[config.mk]
export PLATFORM = sky130hd
export DESIGN_NAME = grid_boundary_contact_counter
export DESIGN_NICKNAME = d
export VERILOG_FILES = /design/src/rtl/gbc_pkg.sv /design/src/rtl/grid_boundary_contact_counter.sv /design/src/rtl/gbc_cfg.sv /design/src/rtl/gbc_line_buf.sv /design/src/rtl/gbc_tally.sv
export SDC_FILE = /design/constraint.sdc
export NUM_CORES = 2
export LEC_CHECK = 0
export BUFFER_PORTS_ARGS = -buffer_cell sky130_fd_sc_hd__buf_2
export CAP_MARGIN = 20
export CORE_AREA = 4 4 497 499
export CTS_BUF_LIST = sky130_fd_sc_hd__clkbuf_8
export CTS_CLUSTER_DIAMETER = 30
export CTS_CLUSTER_SIZE = 16
export DETAILED_ROUTE_END_ITERATION = 12
export DIE_AREA = 0 0 501 503
export SYNTH_ARGS = -nofsm -noshare
export SYNTH_HDL_FRONTEND = slang
export SYNTH_SLANG_ARGS = --single-unit
[constraint.sdc]
create_clock -name aclk -period 20.2 [get_ports aclk]
set_clock_uncertainty 0.1 [all_clocks]
set_input_delay 4.04 -clock aclk [delete_from_list [all_inputs] [get_ports aclk]]
set_output_delay 4.04 -clock aclk [all_outputs]
set_load 0.03 [all_outputs]
[src/rtl/gbc_pkg.sv]
package gbc_pkg;

    // default grid limits
    localparam int DEF_MAX_COLS = 1024;
    localparam int DEF_MAX_ROWS = 4096;

    // register and field widths
    localparam int COLS_W  = 11;
    localparam int ROWS_W  = 13;
    localparam int COUNT_W = 26;
    localparam int ADDR_W  = 4;
    localparam int DATA_W  = 32;

    // register reset values
    localparam logic [COLS_W-1:0]  RST_GRID_COLS      = COLS_W'(1024);
    localparam logic [ROWS_W-1:0]  RST_GRID_ROWS      = ROWS_W'(1024);
    localparam logic [COUNT_W-1:0] RST_PAIR_THRESHOLD = '0;

    localparam logic [COUNT_W-1:0] COUNT_MAX = '1;

    // register indexes, at byte address 4*index
    typedef enum logic [1:0] {
        REG_GRID_COLS      = 2'd0,
        REG_GRID_ROWS      = 2'd1,
        REG_PAIR_THRESHOLD = 2'd2
    } reg_idx_t;

    // clamped geometry and threshold in use
    typedef struct packed {
        logic [COLS_W-1:0]  cols;
        logic [ROWS_W-1:0]  rows;
        logic [COUNT_W-1:0] threshold;
    } geom_t;

    // one cell as kept in the line buffer
    typedef struct packed {
        logic from_first;
        logic usable;
    } cell_t;

    // where the current cell sits in the raster
    typedef struct packed {
        logic first_col;
        logic first_row;
        logic last_col;
        logic last_row;
    } pos_t;

endpackage

[src/rtl/grid_boundary_contact_counter.sv]
// Grid boundary contact counter. Cells arrive one per transfer in raster
// order (all columns of row 0, then row 1, ...) with the grid size taken from
// grid_cols and grid_rows, clamped to 1..MAX_COLS and 1..MAX_ROWS. A cell is
// usable when occupied and not an obstacle; each usable cell is compared with
// its left, up-left, up and up-right neighbours and every usable neighbour
// from the other map adds 2 to a count that saturates at 2^26-1. The cell in
// the last row and column produces one result transfer carrying the count and
// whether it exceeds pair_threshold, then the count restarts. One cell is
// taken every clock; the previous row sits in a line buffer of MAX_COLS
// entries with two read ports, read one cell ahead so the neighbours are ready
// when a cell arrives. The input stalls only on a frame's last cell while the
// previous result has not been taken. Configuration must be written only while idle; the block does not enforce this.
module grid_boundary_contact_counter #(
    parameter int MAX_COLS = gbc_pkg::DEF_MAX_COLS,
    parameter int MAX_ROWS = gbc_pkg::DEF_MAX_ROWS
) (
    input  logic                         aclk,
    input  logic                         aresetn,
    // configuration
    input  logic                         psel,
    input  logic                         penable,
    input  logic                         pwrite,
    input  logic [gbc_pkg::ADDR_W-1:0]   paddr,
    input  logic [gbc_pkg::DATA_W-1:0]   pwdata,
    output logic [gbc_pkg::DATA_W-1:0]   prdata,
    output logic                         pready,
    // cell input
    input  logic                         s_valid,
    output logic                         s_ready,
    input  logic                         s_occupied,
    input  logic                         s_from_first,
    input  logic                         s_obstacle,
    // result output
    output logic                         m_valid,
    input  logic                         m_ready,
    output logic [gbc_pkg::COUNT_W-1:0]  m_pair_count,
    output logic                         m_connected
);

    localparam int COL_W = $clog2(MAX_COLS);
    localparam int ROW_W = $clog2(MAX_ROWS);

    gbc_pkg::geom_t      geom;
    gbc_pkg::pos_t       pos;
    gbc_pkg::cell_t      cur;
    gbc_pkg::cell_t      up_raw;
    gbc_pkg::cell_t      up_right_raw;
    logic [COL_W-1:0]    col_reg;
    logic [COL_W-1:0]    col_next;
    logic [ROW_W-1:0]    row_reg;
    logic [ROW_W-1:0]    row_next;
    logic [COL_W-1:0]    rd_addr_a;
    logic [COL_W-1:0]    rd_addr_b;
    logic                accept;

    gbc_cfg #(
        .MAX_COLS (MAX_COLS),
        .MAX_ROWS (MAX_ROWS)
    ) u_cfg (
        .aclk    (aclk),
        .aresetn (aresetn),
        .psel    (psel),
        .penable (penable),
        .pwrite  (pwrite),
        .paddr   (paddr),
        .pwdata  (pwdata),
        .prdata  (prdata),
        .pready  (pready),
        .geom    (geom)
    );

    // raster position flags
    always_comb begin
        pos.first_col = (col_reg == '0);
        pos.first_row = (row_reg == '0);
        pos.last_col  = (32'(col_reg) + 32'd1 >= 32'(geom.cols));
        pos.last_row  = (32'(row_reg) + 32'd1 >= 32'(geom.rows));
    end

    assign cur.usable     = s_occupied && !s_obstacle;
    assign cur.from_first = s_from_first;

    // hold off the frame's last cell while a result is still pending
    assign s_ready = !(m_valid && !m_ready && pos.last_col && pos.last_row);
    assign accept  = s_valid && s_ready;

    // next raster position
    always_comb begin
        if (pos.last_col) begin
            col_next = '0;
            row_next = pos.last_row ? '0 : row_reg + ROW_W'(1);
        end else begin
            col_next = col_reg + COL_W'(1);
            row_next = row_reg;
        end
    end

    always_ff @(posedge aclk) begin
        if (!aresetn) begin
            col_reg <= '0;
            row_reg <= '0;
        end else if (accept) begin
            col_reg <= col_next;
            row_reg <= row_next;
        end
    end

    // read up and up-right of the cell that will be current next cycle
    assign rd_addr_a = accept ? col_next : col_reg;
    assign rd_addr_b = rd_addr_a + COL_W'(1);

    gbc_line_buf #(
        .MAX_COLS (MAX_COLS)
    ) u_line_buf (
        .aclk      (aclk),
        .wr_en     (accept),
        .wr_addr   (col_reg),
        .wr_data   (cur),
        .rd_addr_a (rd_addr_a),
        .rd_addr_b (rd_addr_b),
        .rd_data_a (up_raw),
        .rd_data_b (up_right_raw)
    );

    gbc_tally u_tally (
        .aclk         (aclk),
        .aresetn      (aresetn),
        .accept       (accept),
        .cur          (cur),
        .up_raw       (up_raw),
        .up_right_raw (up_right_raw),
        .pos          (pos),
        .threshold    (geom.threshold),
        .m_valid      (m_valid),
        .m_ready      (m_ready),
        .m_pair_count (m_pair_count),
        .m_connected  (m_connected)
    );

endmodule

[src/rtl/gbc_cfg.sv]
module gbc_cfg #(
    parameter int MAX_COLS = gbc_pkg::DEF_MAX_COLS,
    parameter int MAX_ROWS = gbc_pkg::DEF_MAX_ROWS
) (
    input  logic                        aclk,
    input  logic                        aresetn,
    input  logic                        psel,
    input  logic                        penable,
    input  logic                        pwrite,
    input  logic [gbc_pkg::ADDR_W-1:0]  paddr,
    input  logic [gbc_pkg::DATA_W-1:0]  pwdata,
    output logic [gbc_pkg::DATA_W-1:0]  prdata,
    output logic                        pready,
    output gbc_pkg::geom_t              geom
);

    logic [gbc_pkg::COLS_W-1:0]  grid_cols_reg;
    logic [gbc_pkg::ROWS_W-1:0]  grid_rows_reg;
    logic [gbc_pkg::COUNT_W-1:0] pair_threshold_reg;
    gbc_pkg::reg_idx_t           idx;
    logic                        wr_en;

    assign pready = 1'b1;
    assign idx    = gbc_pkg::reg_idx_t'(paddr[3:2]);
    assign wr_en  = psel && penable && pwrite && pready;

    // register writes
    always_ff @(posedge aclk) begin
        if (!aresetn) begin
            grid_cols_reg      <= gbc_pkg::RST_GRID_COLS;
            grid_rows_reg      <= gbc_pkg::RST_GRID_ROWS;
            pair_threshold_reg <= gbc_pkg::RST_PAIR_THRESHOLD;
        end else if (wr_en) begin
            unique case (idx)
                gbc_pkg::REG_GRID_COLS:
                    grid_cols_reg <= pwdata[gbc_pkg::COLS_W-1:0];
                gbc_pkg::REG_GRID_ROWS:
                    grid_rows_reg <= pwdata[gbc_pkg::ROWS_W-1:0];
                gbc_pkg::REG_PAIR_THRESHOLD:
                    pair_threshold_reg <= pwdata[gbc_pkg::COUNT_W-1:0];
                default: ;
            endcase
        end
    end

    // register reads
    always_comb begin
        unique case (idx)
            gbc_pkg::REG_GRID_COLS:      prdata = gbc_pkg::DATA_W'(grid_cols_reg);
            gbc_pkg::REG_GRID_ROWS:      prdata = gbc_pkg::DATA_W'(grid_rows_reg);
            gbc_pkg::REG_PAIR_THRESHOLD: prdata = gbc_pkg::DATA_W'(pair_threshold_reg);
            default:                     prdata = '0;
        endcase
    end

    // clamp geometry to 1..max
    always_comb begin
        priority if (grid_cols_reg == '0)
            geom.cols = gbc_pkg::COLS_W'(1);
        else if (32'(grid_cols_reg) > 32'(MAX_COLS))
            geom.cols = gbc_pkg::COLS_W'(MAX_COLS);
        else
            geom.cols = grid_cols_reg;

        priority if (grid_rows_reg == '0)
            geom.rows = gbc_pkg::ROWS_W'(1);
        else if (32'(grid_rows_reg) > 32'(MAX_ROWS))
            geom.rows = gbc_pkg::ROWS_W'(MAX_ROWS);
        else
            geom.rows = grid_rows_reg;

        geom.threshold = pair_threshold_reg;
    end

endmodule

[src/rtl/gbc_line_buf.sv]
module gbc_line_buf #(
    parameter int MAX_COLS = gbc_pkg::DEF_MAX_COLS,
    localparam int COL_W   = $clog2(MAX_COLS)
) (
    input  logic                 aclk,
    input  logic                 wr_en,
    input  logic [COL_W-1:0]     wr_addr,
    input  gbc_pkg::cell_t       wr_data,
    input  logic [COL_W-1:0]     rd_addr_a,
    input  logic [COL_W-1:0]     rd_addr_b,
    output gbc_pkg::cell_t       rd_data_a,
    output gbc_pkg::cell_t       rd_data_b
);

    gbc_pkg::cell_t mem [MAX_COLS];
    gbc_pkg::cell_t rd_a_reg;
    gbc_pkg::cell_t rd_b_reg;

    // previous row store, writes forwarded to a read of the same entry
    always_ff @(posedge aclk) begin
        if (wr_en) begin
            mem[wr_addr] <= wr_data;
        end
        rd_a_reg <= (wr_en && (wr_addr == rd_addr_a)) ? wr_data : mem[rd_addr_a];
        rd_b_reg <= (wr_en && (wr_addr == rd_addr_b)) ? wr_data : mem[rd_addr_b];
    end

    assign rd_data_a = rd_a_reg;
    assign rd_data_b = rd_b_reg;

endmodule

[src/rtl/gbc_tally.sv]
module gbc_tally (
    input  logic                         aclk,
    input  logic                         aresetn,
    input  logic                         accept,
    input  gbc_pkg::cell_t               cur,
    input  gbc_pkg::cell_t               up_raw,
    input  gbc_pkg::cell_t               up_right_raw,
    input  gbc_pkg::pos_t                pos,
    input  logic [gbc_pkg::COUNT_W-1:0]  threshold,
    output logic                         m_valid,
    input  logic                         m_ready,
    output logic [gbc_pkg::COUNT_W-1:0]  m_pair_count,
    output logic                         m_connected
);

    gbc_pkg::cell_t              left_reg;
    gbc_pkg::cell_t              up_left_reg;
    logic [gbc_pkg::COUNT_W-1:0] count_reg;
    logic [gbc_pkg::COUNT_W-1:0] count_next;
    logic                        m_valid_reg;
    logic [gbc_pkg::COUNT_W-1:0] pair_count_reg;
    logic                        connected_reg;

    gbc_pkg::cell_t              left;
    gbc_pkg::cell_t              up_left;
    gbc_pkg::cell_t              up;
    gbc_pkg::cell_t              up_right;
    logic [2:0]                  hits;
    logic [gbc_pkg::COUNT_W:0]   sum;

    function automatic logic contact(gbc_pkg::cell_t a, gbc_pkg::cell_t b);
        return a.usable && b.usable && (a.from_first != b.from_first);
    endfunction

    // neighbours outside the grid read as empty
    always_comb begin
        up       = pos.first_row ? '0 : up_raw;
        up_right = (pos.first_row || pos.last_col) ? '0 : up_right_raw;
        left     = pos.first_col ? '0 : left_reg;
        up_left  = pos.first_col ? '0 : up_left_reg;
    end

    // count cross-map contacts, two per match, saturating
    always_comb begin
        hits = 3'(contact(cur, left)) + 3'(contact(cur, up_left))
             + 3'(contact(cur, up)) + 3'(contact(cur, up_right));
        sum  = (gbc_pkg::COUNT_W+1)'(count_reg)
             + (gbc_pkg::COUNT_W+1)'({hits, 1'b0});
        count_next = sum[gbc_pkg::COUNT_W] ? gbc_pkg::COUNT_MAX
                                           : sum[gbc_pkg::COUNT_W-1:0];
    end

    // neighbour window and running count
    always_ff @(posedge aclk) begin
        if (!aresetn) begin
            left_reg    <= '0;
            up_left_reg <= '0;
            count_reg   <= '0;
        end else if (accept) begin
            left_reg    <= cur;
            up_left_reg <= up;
            count_reg   <= (pos.last_col && pos.last_row) ? '0 : count_next;
        end
    end

    // result register
    always_ff @(posedge aclk) begin
        if (!aresetn) begin
            m_valid_reg <= 1'b0;
        end else if (accept && pos.last_col && pos.last_row) begin
            m_valid_reg <= 1'b1;
        end else if (m_ready) begin
            m_valid_reg <= 1'b0;
        end
        if (accept && pos.last_col && pos.last_row) begin
            pair_count_reg <= count_next;
            connected_reg  <= (count_next > threshold);
        end
    end

    assign m_valid      = m_valid_reg;
    assign m_pair_count = pair_count_reg;
    assign m_connected  = connected_reg;

endmodule

==> implementation parameters <==
Parameter                              Value

Layout
  Post-layout instance count excluding filler cells ... 10904
  Register bank with the most flops ... u_line_buf.mem
  Fillers ... 20187
  Most used cells in the layout excluding fill and tap cells ... edfxtp_1 (2075), nor2_1 (1172), mux4_2 (905)
  Number of flip-flops under the largest register name ... 2048
  Ratio of cells with drive above 1 in the final layout ... 27.4%
  Area added between synthesis and finish ... 13.3%
  Final layout net count ... 7392
  Most frequent standard cell in the layout excluding fill and tap cells ... edfxtp_1

Detailed routing
  Antenna-violating nets left ... 0
  Via/cell ratio ... 6.86
  DR DRC count ... 0
  Starting DRT DRC Count ... 11753
  Final wirelength ... 410 mm
  Initial DRT Pass Iterations ... 8
  Average detailed-routed wire length per instance ... 37.6 um
  Total via count after detailed routing ... 74787

Clock network
  H-tree Lvls ... 5
  TritonCTS clock tree ... yes
  Post-cts gate resize count ... 0
  Total clock sinks ... 2198
  Post-CTS Setup Inserts ... 0
  Clock buffer count from CTS ... 478
  Buffers from clock root to sink, at most ... 4
  CTS hold repair buffers ... 0
  Clock-pin slew reported for the worst setup and hold paths after clock tree synthesis ... 0.05 ns
  Master cell of the clock root buffer ... clkbuf_8
  Clock latency at the later pin of the worst-skew pair ... 1.16 ns

Timing
  Setup total negative slack ... 0 ns
  Count of endpoints failing hold in the final timing report ... 0
  Part of the cycle the worst path needs ... 59.0%
  Tightest hold margin ... 0.359 ns
  Final slew viol count ... 0
  Time the final worst path needs with I/O delays and setup ... 11.92 ns
  Tightest slew margin relative to the limit ... 5.00%
  Slew @ Worst Pin ... 1.42 ns
  Fmax ... 0.0839 GHz
  Worst-case setup margin in the final layout ... 8.28 ns
  Number of endpoints failing setup at the final stage ... 0
  Unrepaired setup endpoints after global routing ... no

Critical path
  Category of the worst setup path launch point ... flop
  Start-to-end type of the worst setup path ... reg -> reg
  Endpoint of the worst-slack reg-to-reg timing path ... u_tally.m_connected$_DFFE_PP_
  Worst setup EP type ... flop
  Cell repeated most along the worst path ... o21a_1
  Reg2reg path depth ... 32
  Cell type group with the largest total delay on the critical path ... compound AO/OA/AOI/OAI gates
  Maximum cell stage delay along the critical path ... 1.08 ns
  Crit path max fanout ... 107
  Crit path buf inv count ... 2
  Critical-path top delay cell ... a221oi_1
  Data arrival, critical path ... 12.68 ns
  Worst Path Required ... 20.97 ns
  Reg-to-reg setup timing slack ... 8.28 ns

Global route
  Aggregate global routing overflow ... 0
  Number of global-route vias before repair ... 73551
  Antenna violations before repair ... 42
  Aggregate global-route resource usage ... 31.9%
  Largest net degree at the start of global routing ... 241
  Global-route wire length before repair ... 564 mm

Floorplanning
  FP Rows ... 181
  Chip height ... 503 um
  Horizontal die dimension ... 501 um
  Die Outline Area ... 0.252 mm2
  Placeable Area ... 0.243 mm2
  Starting Density ... 44.8%
  Top-Level Pins ... 108

Place
  Gpl congestion ... 0.925
  Post-Place Cells ... 9990
  HPWL reported at the end of detailed placement ... 240 mm
  Worst slack, placed ... 8.28 ns
  Count of buffers inserted at the top-level ports ... 92

Yosys
  Post-Syn Area ... 0.109 mm2
  Most frequently used flop master after synthesis ... edfxtp_1
  Number of instances in the synthesized netlist ... 7129
  Sequential fraction of the synthesis area ... 59.6%
  Number of distinct library cells after synthesis ... 79
  #FFs+latches synth ... 2198
  Post-synthesis area per instance ... 15.2 um2
  Async SR Flop Fraction ... 0%
  EDFF count, synth ... 2075
  Count of warnings emitted by yosys ... 0

Power
  Leakage ... 38.2 nW
  Worst voltage drop across the vdd grid ... 0.0622 mV
  Pwr per Cell Area ... 94.7 mW/mm2

Flow run
  Max-capacitance violation count ... 0

Hold path
  Cell depth of the worst min-delay path ... 2
  Hold path start ... u_tally.left_reg[0]$_SDFFE_PN0P_
  Hold worst-path end ... u_tally.left_reg[0]$_SDFFE_PN0P_
  Hold/Removal Path Class ... reg -> reg

Run status
  Status ... finished clean
[power breakdown]
part	switching [W]	internal (W)
clock network	0.00220	0.00311
registers	0.0000288	0.00499
logic	0.000820	0.000514
[cell families after synthesis]
family                     after synthesis  synth area share [%]
AOI/OAI and AO/OA                      884                  5.73
xor gates and xnor gates                46                 0.371
adders and majority gates               64                 0.751
buffers and inverters                  707                  3.28
DFF                                   2198                  59.6
muxes                                 1322                  22.8
other                                    2               0.00691
and+or+nand+nor                       1906                  7.43
[synth_stat cells (all sizes together), types with 25 or more instances]
master,n,share of area [%]
nor2,1180,4.1
clkbuf,388,1.3
edfxtp,2075,57
a22o,33,0.27
inv,56,0.19
nand2,316,1.1
mux2i,380,3.5
and2,34,0.20
o21ai,138,0.64
mux2,26,0.27
or2,26,0.15
ha,62,0.71
nand3,98,0.45
and3,25,0.14
a22oi,180,1.2
a21oi,172,0.79
nand4,31,0.18
nor2b,47,0.27
a221o,25,0.23
o211ai,28,0.20
dfxtp,123,2.3
a221oi,137,1.1
mux4,916,19
nor3,50,0.24
nor4,28,0.16
buf,262,1.7
[final cells by class]
class / instances / area, um2 / share of cell area [%]
diodes: 33 / 82.6 / 0.0671
clock buffers: 489 / 6730 / 5.47
clock inverters: 378 / 3710 / 3.02
inverters: 57 / 229 / 0.186
multi-input cells: 4229 / 40600 / 33.0
flip-flops and latches: 2198 / 64800 / 52.6
well taps: 3202 / 4010 / 3.25
repair buffers: 318 / 2880 / 2.34
[worst max-delay path by stage]
stage,start,to,slack [ns],depth (start not counted)
4_1_cts,flop,u_tally.m_connected$_DFFE_PP_,8.25,34
3_5_place_dp,flop,u_tally.m_connected$_DFFE_PP_,8.28,34
3_3_place_gp,flop,u_tally.m_connected$_DFFE_PP_,8.24,34
2_1_floorplan,s_obstacle,u_line_buf.mem[0][0]$_DFFE_PP_,2.42,2
6_report,flop,u_tally.m_connected$_DFFE_PP_,8.28,32
5_1_grt,flop,u_tally.m_connected$_DFFE_PP_,7.84,34
[stage by stage]
step	power (W)	utilization, %	instance area (um2)
after floorplan	0.00600	-	109000
after global placement	0.00640	46.1	112000
after detailed placement	0.00641	46.3	112000
after CTS	0.0116	50.6	123000
after global routing	0.0119	50.7	123000
final	0.0117	50.7	123000
[worst register-to-register path: cells and delay by family, from the launching register on]
family | cells | cell delay [ns]
compound gates | 16 | 4.43
fa+ha+maj | 4 | 1.33
buf+inv | 2 | 1.27
flops | 1 | 0.81
mux | 1 | 0.60
simple gates | 9 | 3.16
[per-layer routing]
layer	track usage [%]	part of all wire, %
met5	0.285	0.041
met2	47.2	44
met3	11.4	14
met4	20.1	7.2
met1	40.1	34
(Power assumes the default switching activity.)
